**src/design/assert_macros.svh**
```systemverilog
// ----------------------------------------------------------------------------
// Assertion macros
// Shared concurrent assertion helpers; defining NO_ASSERTIONS removes them.
// ----------------------------------------------------------------------------
`ifndef ASSERT_MACROS_SVH
`define ASSERT_MACROS_SVH

`ifndef NO_ASSERTIONS

`define ASSERT_PROP(lbl, clk, rstn, prop) \
    lbl: assert property (@(posedge clk) disable iff (!(rstn)) prop) \
        else $error("assertion failed");

`define ASSERT_NEVER(lbl, clk, rstn, expr) \
    lbl: assert property (@(posedge clk) disable iff (!(rstn)) !(expr)) \
        else $error("forbidden condition seen");

`else

`define ASSERT_PROP(lbl, clk, rstn, prop)

`define ASSERT_NEVER(lbl, clk, rstn, expr)

`endif

`endif

```
**src/design/mbcrcseq_pkg.sv**
```systemverilog
// ----------------------------------------------------------------------------
// Modbus sequencer package
// Request and result types, command codes and the byte-wise CRC-16 fold.
// ----------------------------------------------------------------------------
package mbcrcseq_pkg;

    typedef enum logic [1:0] {
        CMD_RX_BYTE     = 2'd0,
        CMD_TX_DONE     = 2'd1,
        CMD_START_TX    = 2'd2,
        CMD_FRAME_START = 2'd3
    } cmd_t;

    localparam logic [15:0] CRC_POLY       = 16'hA001;
    localparam logic [15:0] CRC_RESET      = 16'hFFFF;

    typedef struct packed {
        cmd_t       command;
        logic [7:0] rx_byte;
        logic [7:0] tx_length;
    } item_t;

    typedef struct packed {
        logic        write_valid;
        logic [7:0]  write_index;
        logic [7:0]  write_byte;
        logic [15:0] crc_current;
        logic [15:0] crc_one_back;
        logic [15:0] crc_two_back;
        logic        send_valid;
        logic [7:0]  send_index;
        logic        send_finished;
        logic        tx_busy;
    } result_t;

    typedef struct packed {
        logic  valid;
        item_t item;
    } stage_t;

    function automatic logic [15:0] crc_fold(input logic [15:0] crc_in,
                                             input logic [7:0]  data);
        logic [15:0] crc;
        crc = crc_in ^ {8'h00, data};
        for (int i = 0; i < 8; i++) begin
            if (crc[0])
                crc = (crc >> 1) ^ CRC_POLY;
            else
                crc = crc >> 1;
        end
        return crc;
    endfunction

endpackage

```
**src/design/mbcrcseq_in_stage.sv**
```systemverilog
// ----------------------------------------------------------------------------
// Modbus sequencer input stage
// Registers one request and releases it when the core takes it.
// ----------------------------------------------------------------------------
module mbcrcseq_in_stage
    import mbcrcseq_pkg::*;
(
    input  logic   clk,
    input  logic   rst_n,
    input  logic   item_valid,
    output logic   item_ready,
    input  item_t  item_data,
    input  logic   take,
    output stage_t stage
);

    logic  valid_reg;
    logic  valid_next;
    item_t item_reg;

    assign item_ready = !valid_reg || take;

    always_comb
    begin
        valid_next = valid_reg;
        if (item_valid && item_ready)
            valid_next = 1'b1;
        else if (take)
            valid_next = 1'b0;
    end

    always_ff @(posedge clk or negedge rst_n)
    begin
        if (!rst_n)
            valid_reg <= 1'b0;
        else
            valid_reg <= valid_next;
    end

    always_ff @(posedge clk)
    begin
        if (item_valid && item_ready)
            item_reg <= item_data;
    end

    assign stage.valid = valid_reg;
    assign stage.item  = item_reg;

endmodule

```
**src/design/mbcrcseq_core.sv**
```systemverilog
// ----------------------------------------------------------------------------
// Modbus sequencer core
// Holds the CRC history and transmit state and registers one result per request.
// ----------------------------------------------------------------------------
module mbcrcseq_core
    import mbcrcseq_pkg::*;
#(
    parameter int BUFFER_DEPTH = 256
)
(
    input  logic        clk,
    input  logic        rst_n,
    input  stage_t      stage,
    output logic        take,
    input  logic        crc_seed_we,
    input  logic [15:0] crc_seed_wdata,
    output logic        result_valid,
    input  logic        result_ready,
    output result_t     result_data
);

    localparam int POS_W = $clog2(BUFFER_DEPTH);

    logic [15:0]      crc_seed_reg;
    logic [15:0]      crc_now_reg,   crc_now_next;
    logic [15:0]      crc_prev_reg,  crc_prev_next;
    logic [15:0]      crc_prev2_reg, crc_prev2_next;
    logic [POS_W-1:0] rx_pos_reg,    rx_pos_next;
    logic [7:0]       tx_next_reg,   tx_next_next;
    logic [7:0]       tx_count_reg,  tx_count_next;
    logic             tx_idle_reg,   tx_idle_next;
    logic             result_valid_reg, result_valid_next;
    result_t          result_reg,    result_next;

    assign take = stage.valid && (!result_valid_reg || result_ready);

    always_comb
    begin
        crc_now_next   = crc_now_reg;
        crc_prev_next  = crc_prev_reg;
        crc_prev2_next = crc_prev2_reg;
        rx_pos_next    = rx_pos_reg;
        tx_next_next   = tx_next_reg;
        tx_count_next  = tx_count_reg;
        tx_idle_next   = tx_idle_reg;
        result_next    = '0;

        case (stage.item.command)
            CMD_RX_BYTE:
            begin
                result_next.write_valid = 1'b1;
                result_next.write_index = 8'(rx_pos_reg);
                result_next.write_byte  = stage.item.rx_byte;
                crc_prev2_next = crc_prev_reg;
                crc_prev_next  = crc_now_reg;
                crc_now_next   = crc_fold(crc_now_reg, stage.item.rx_byte);
                if (rx_pos_reg == POS_W'(BUFFER_DEPTH - 1))
                    rx_pos_next = '0;
                else
                    rx_pos_next = rx_pos_reg + POS_W'(1);
            end
            CMD_TX_DONE:
            begin
                if (!tx_idle_reg)
                begin
                    if (tx_next_reg < tx_count_reg)
                    begin
                        result_next.send_valid = 1'b1;
                        result_next.send_index = tx_next_reg;
                        tx_next_next = tx_next_reg + 8'd1;
                    end
                    else
                    begin
                        tx_count_next = 8'd0;
                        tx_next_next  = 8'd1;
                        tx_idle_next  = 1'b1;
                        result_next.send_finished = 1'b1;
                    end
                end
            end
            CMD_START_TX:
            begin
                if (stage.item.tx_length != 8'd0)
                begin
                    result_next.send_valid = 1'b1;
                    result_next.send_index = 8'd0;
                    tx_count_next = stage.item.tx_length;
                    tx_next_next  = 8'd1;
                    tx_idle_next  = 1'b0;
                end
            end
            CMD_FRAME_START:
            begin
                crc_now_next = crc_seed_reg;
                rx_pos_next  = '0;
            end
            default:
            begin
                crc_now_next = crc_now_reg;
            end
        endcase

        result_next.crc_current  = crc_now_next;
        result_next.crc_one_back = crc_prev_next;
        result_next.crc_two_back = crc_prev2_next;
        result_next.tx_busy      = !tx_idle_next;
    end

    always_comb
    begin
        result_valid_next = result_valid_reg;
        if (take)
            result_valid_next = 1'b1;
        else if (result_ready)
            result_valid_next = 1'b0;
    end

    always_ff @(posedge clk or negedge rst_n)
    begin
        if (!rst_n)
        begin
            crc_seed_reg     <= CRC_RESET;
            crc_now_reg      <= CRC_RESET;
            crc_prev_reg     <= '0;
            crc_prev2_reg    <= '0;
            rx_pos_reg       <= '0;
            tx_next_reg      <= 8'd1;
            tx_count_reg     <= 8'd1;
            tx_idle_reg      <= 1'b1;
            result_valid_reg <= 1'b0;
        end
        else
        begin
            if (crc_seed_we)
                crc_seed_reg <= crc_seed_wdata;
            if (take)
            begin
                crc_now_reg   <= crc_now_next;
                crc_prev_reg  <= crc_prev_next;
                crc_prev2_reg <= crc_prev2_next;
                rx_pos_reg    <= rx_pos_next;
                tx_next_reg   <= tx_next_next;
                tx_count_reg  <= tx_count_next;
                tx_idle_reg   <= tx_idle_next;
            end
            result_valid_reg <= result_valid_next;
        end
    end

    always_ff @(posedge clk)
    begin
        if (take)
            result_reg <= result_next;
    end

    assign result_valid = result_valid_reg;
    assign result_data  = result_reg;

endmodule

```
**src/design/modbus_rx_crc_tx_sequencer_top.sv**
```systemverilog
// ----------------------------------------------------------------------------
// Modbus receive CRC and transmit sequencer, top level
// Path: an accepted request is registered in the input stage, then its result is registered in the core.
// Throughput: one request per cycle while results are taken; a held result stalls the input.
// Reset: asynchronous; CRC at 0xFFFF, seed 0xFFFF, history zero, transmit idle.
// ----------------------------------------------------------------------------
`include "assert_macros.svh"

module modbus_rx_crc_tx_sequencer_top
    import mbcrcseq_pkg::*;
#(
    parameter int BUFFER_DEPTH = 256
)
(
    input  logic        clk,
    input  logic        rst_n,
    input  logic        item_valid,
    output logic        item_ready,
    input  item_t       item_data,
    output logic        result_valid,
    input  logic        result_ready,
    output result_t     result_data,
    input  logic        crc_seed_we,
    input  logic [15:0] crc_seed_wdata
);

    stage_t stage;
    logic   take;
    logic   out_write;
    logic   out_send;
    logic   out_finish;

    mbcrcseq_in_stage u_in_stage (
        .clk        (clk),
        .rst_n      (rst_n),
        .item_valid (item_valid),
        .item_ready (item_ready),
        .item_data  (item_data),
        .take       (take),
        .stage      (stage)
    );

    mbcrcseq_core #(
        .BUFFER_DEPTH (BUFFER_DEPTH)
    ) u_core (
        .clk            (clk),
        .rst_n          (rst_n),
        .stage          (stage),
        .take           (take),
        .crc_seed_we    (crc_seed_we),
        .crc_seed_wdata (crc_seed_wdata),
        .result_valid   (result_valid),
        .result_ready   (result_ready),
        .result_data    (result_data)
    );

    assign out_write  = result_valid && result_data.write_valid;
    assign out_send   = result_valid && result_data.send_valid;
    assign out_finish = result_valid && result_data.send_finished;

    `ASSERT_NEVER(a_no_dual_action, clk, rst_n, out_write && (out_send || out_finish))
    `ASSERT_PROP(a_finish_goes_idle, clk, rst_n, out_finish |-> !result_data.tx_busy)
    `ASSERT_PROP(a_send_means_busy, clk, rst_n, out_send |-> result_data.tx_busy)
    `ASSERT_PROP(a_full_stall, clk, rst_n, (stage.valid && result_valid && !result_ready) |-> !item_ready)

endmodule
```
**config.mk**
```make
export PLATFORM = sky130hd
export DESIGN_NAME = modbus_rx_crc_tx_sequencer_top
export DESIGN_NICKNAME = d
export VERILOG_FILES = /design/src/design/mbcrcseq_pkg.sv /design/src/design/mbcrcseq_in_stage.sv /design/src/design/mbcrcseq_core.sv /design/src/design/modbus_rx_crc_tx_sequencer_top.sv
export VERILOG_INCLUDE_DIRS = /design/src /design/src/design
export SDC_FILE = /design/constraint.sdc
export NUM_CORES = 1
export LEC_CHECK = 0
export ABC_AREA = 1
export BUFFER_PORTS_ARGS = -buffer_cell sky130_fd_sc_hd__buf_2
export CAP_MARGIN = 5
export CELL_PAD_IN_SITES_DETAIL_PLACEMENT = 0
export CELL_PAD_IN_SITES_GLOBAL_PLACEMENT = 1
export CORE_UTILIZATION = 35
export CTS_CLUSTER_SIZE = 40
export DETAILED_ROUTE_END_ITERATION = 8
export PLACE_DENSITY = 0.65
export SLEW_MARGIN = 0
export SYNTH_ARGS = -nofsm -noshare
export SYNTH_HDL_FRONTEND = slang
export SYNTH_SLANG_ARGS = --single-unit
```
**constraint.sdc**
```tcl
create_clock -name clk -period 5.69 [get_ports clk]
set_clock_uncertainty 0.2 [all_clocks]
set_input_delay 0.2845 -clock clk [delete_from_list [all_inputs] [get_ports clk]]
set_output_delay 0.2845 -clock clk [all_outputs]
set_load 0.05 [all_outputs]
```
==> results.sh <==
export IMPL_synth_area_per_cell_um2=10.3
export IMPL_hold_viol_final=0
export IMPL_synth_top_flop_cell="edfxtp_1"
export IMPL_antenna_found_initial=0
export IMPL_tns_ns=0
export IMPL_dpl_cell_area_mm2=0.00910
export IMPL_synth_seq_cells=185
export IMPL_drtPass1Iterations=5
export IMPL_path_clk_slew_ns=0.07
export IMPL_seqPwrFrac_pct=41.3
export IMPL_slew_viol_final=0
export IMPL_dp_hpwl_mm=12.5
export IMPL_clock_root_buffer="clkbuf_16"
export IMPL_cp_max_fo=100
export IMPL_grt_pass1_vias=5361
export IMPL_drive_gt1_share_pct=24.2
export IMPL_sw_frac_of_total_pct=39.3
export IMPL_cellPowerDensity_mw_per_mm2=505
export IMPL_clkPwrFrac_pct=24.7
export IMPL_die_width_um=155
export IMPL_gp_congestion=0.794
export IMPL_dieArea_mm2=0.0241
export IMPL_die_height_um=155
export IMPL_status="complete, no violations"
export IMPL_htreeDepth=4
export IMPL_async_reset_ff_share_pct=49.2
export IMPL_grt_first_pass_wirelength_mm=29.2
export IMPL_portBuffers=116
export IMPL_critical_path_class="in2reg"
export IMPL_tightestPinTransition_ns=1.08
export IMPL_fp_row_count=55
export IMPL_floorplan_initialDensity_pct=36.0
export IMPL_required_ns=5.56
export IMPL_drt_initial_drc_count=443
export IMPL_setup_viol=0
export IMPL_ant_nets=0
export IMPL_internal_power_w=0.00310
export IMPL_hold_path_class="in2async"
export IMPL_yosysSeqAreaShare_pct=62.6
export IMPL_worst_setup_path_start_kind="primary input"
export IMPL_multi_input_area_mm2=0.00245
export IMPL_p_leak_nw=4.38
export IMPL_layout_commonest_cell="nand2_1"
export IMPL_maxCapViolCount=0
export IMPL_largest_register_ffs=76
export IMPL_regArea_mm2=0.00514
export IMPL_synth_enable_flop_cells=94
export IMPL_syn_area_mm2=0.00822
export IMPL_synth_top_area_share_pct=34.3
export IMPL_finalNonFillerCells=1271
export IMPL_grt_ovfl_total=0
export IMPL_synth_largest_area_cell="edfxtp_1"
export IMPL_mostFrequentLayoutCells="nand2_1, inv_1, buf_2, o21ai_0, edfxtp_1"
export IMPL_wirelength_mm=18.4
export IMPL_grt_use_total_pct=15.9
export IMPL_clock_sinks=185
export IMPL_drc=0
export IMPL_arrival_ns=2.77
export IMPL_fillerInstances=2266
export IMPL_net_switching_power_w=0.00200
export IMPL_max_freq_mhz=345
export IMPL_synth_area_top_cells="edfxtp_1, dfrtp_1, dfstp_2"
export IMPL_vias_per_cell=4.48
export IMPL_antennaDiodeCount=0
export IMPL_ys_types=42
export IMPL_cts_path_max_buffers=2
export IMPL_cp_end_kind="flop"
export IMPL_syn_nets=851
export IMPL_cts_tree="yes"
export IMPL_grt_max_degree=101
export IMPL_ir_drop_mv=0.197
export IMPL_numCtsBuffers=17
export IMPL_rsz0062_at_grt="no"
export IMPL_ioPinCount=117
export IMPL_yosysWarningCount=0
export IMPL_fin_nets=997
export IMPL_clock_latency_ns=0.43
export IMPL_postCtsSetupRepairBufs=0
export IMPL_max_slew_margin_pct=28.1
export IMPL_power_combinational_fraction_pct=34.0
export IMPL_routedWlPerCell_um=14.4
export IMPL_vias=5696
export IMPL_post_route_min_period_ns=2.90
export IMPL_timing_final_crit_share_pct=50.9
export IMPL_coreArea_mm2=0.0228
export IMPL_placed_cells=1201
export IMPL_areaGrowthSynthToFinish_pct=22.9
export IMPL_syn_inst=799
export IMPL_finish_instance_area_mm2=0.0101
through the flow:
step | power, W | hold WS, ns | worst slack (ns) | utilization [%]
after floorplan | 0.00343 | -0.211 | 1.89 | -
after global placement | 0.00385 | 0.0330 | 2.87 | 39.8
after detailed placement | 0.00386 | 0.0310 | 2.82 | 39.8
after CTS | 0.00516 | 0.114 | 2.74 | 44.2
after global routing | 0.00543 | 0.163 | 2.57 | 44.2
final | 0.00510 | 0.112 | 2.79 | 44.2
worst paths after layout:
| check | startpoint | slack, ns | depth (start not counted) | end |
|---|---|---|---|---|
| min in group clk | crc_seed_we | 0.12 | 3 | u_core.crc_seed_reg[3] |
| worst max register to register | u_core.result_valid | 2.90 | 4 | u_core.result_data[14] |
| max in group asynchronous | rst_n | 3.98 | 3 | u_core.result_valid |
| worst min register to register | u_core.tx_count_reg[0] | 0.28 | 2 | u_core.tx_count_reg[0] |
| worst min-delay path | rst_n | 0.11 | 2 | u_core.crc_prev2_reg[13] |
| worst max-delay path | result_ready | 2.79 | 7 | u_core.result_data[14] |
cells by family (layout without fill, tap and decap cells):
logic type      count (synthesis)  in the layout  share of synthesized area, %
simple gates                  256            256                          14.4
flops                         185            185                          62.6
compound gates                165            165                          10.9
buf+inv                       162            321                          7.61
fa+ha+maj                      13             13                          1.98
xor+xnor                       13             13                          1.80
mux                             5              5                         0.685
cell type report:
class	instances	share of cell area, %
well taps	313	3.88
repair buffers	158	9.83
multi-input cells	452	24.3
clock inverters	13	1.80
clock buffers	19	4.38
inverters	131	4.89
flip-flops and latches	185	50.9
worst max-delay path, stage by stage:
cell and delay [ns]:
dlygate4sd3_1 0.52, buf_2 0.10, inv_1 0.04, nand2_1 0.07, nand2_1 0.26, inv_4 0.84
buf_4 0.58
Yosys cell counts (2+ instances only):
library cell  number
nand2_1          156
xnor2_1            5
nand4_1            2
o211ai_1           5
o21a_1             6
a21oi_1           18
mux2_2             5
dfstp_2           35
nand2_4            4
nand2_2           10
nor3_1            13
o21ai_0          107
inv_2              8
buf_2              2
ha_1              13
xor2_1             5
edfxtp_1          94
o21ai_1           11
clkbuf_1          26
nor2_1            17
nand3_2           12
nand3_1           36
nor3b_1            2
nor4_1             2
inv_1            123
dfrtp_1           56
o22ai_1           11
layer usage:
layer	routed length (µm)	vias up	track usage [%]
met3	598	11	2.92
met2	8190	115	23.9
met4	177	0	4.48
met1	9390	2636	23.5
li1	-	2934	-
met5	0	-	0
power by group through the flow:
stage / combinational, W / sequential [W] / clock [W]
2_1_floorplan: 0.000931 / 0.00250 / 0
3_3_place_gp: 0.00172 / 0.00213 / 0
3_5_place_dp: 0.00172 / 0.00214 / 0
4_1_cts: 0.00175 / 0.00211 / 0.00129
5_1_grt: 0.00192 / 0.00216 / 0.00136
6_report: 0.00173 / 0.00211 / 0.00126
repair_timing:
item	4_1_cts	5_1_grt
hold buffers	38	0
hold endpoints to repair	62	0
gates resized for setup	0	0
endpoints found under the setup margin	0	0
Power figures use the tool's default switching activity.
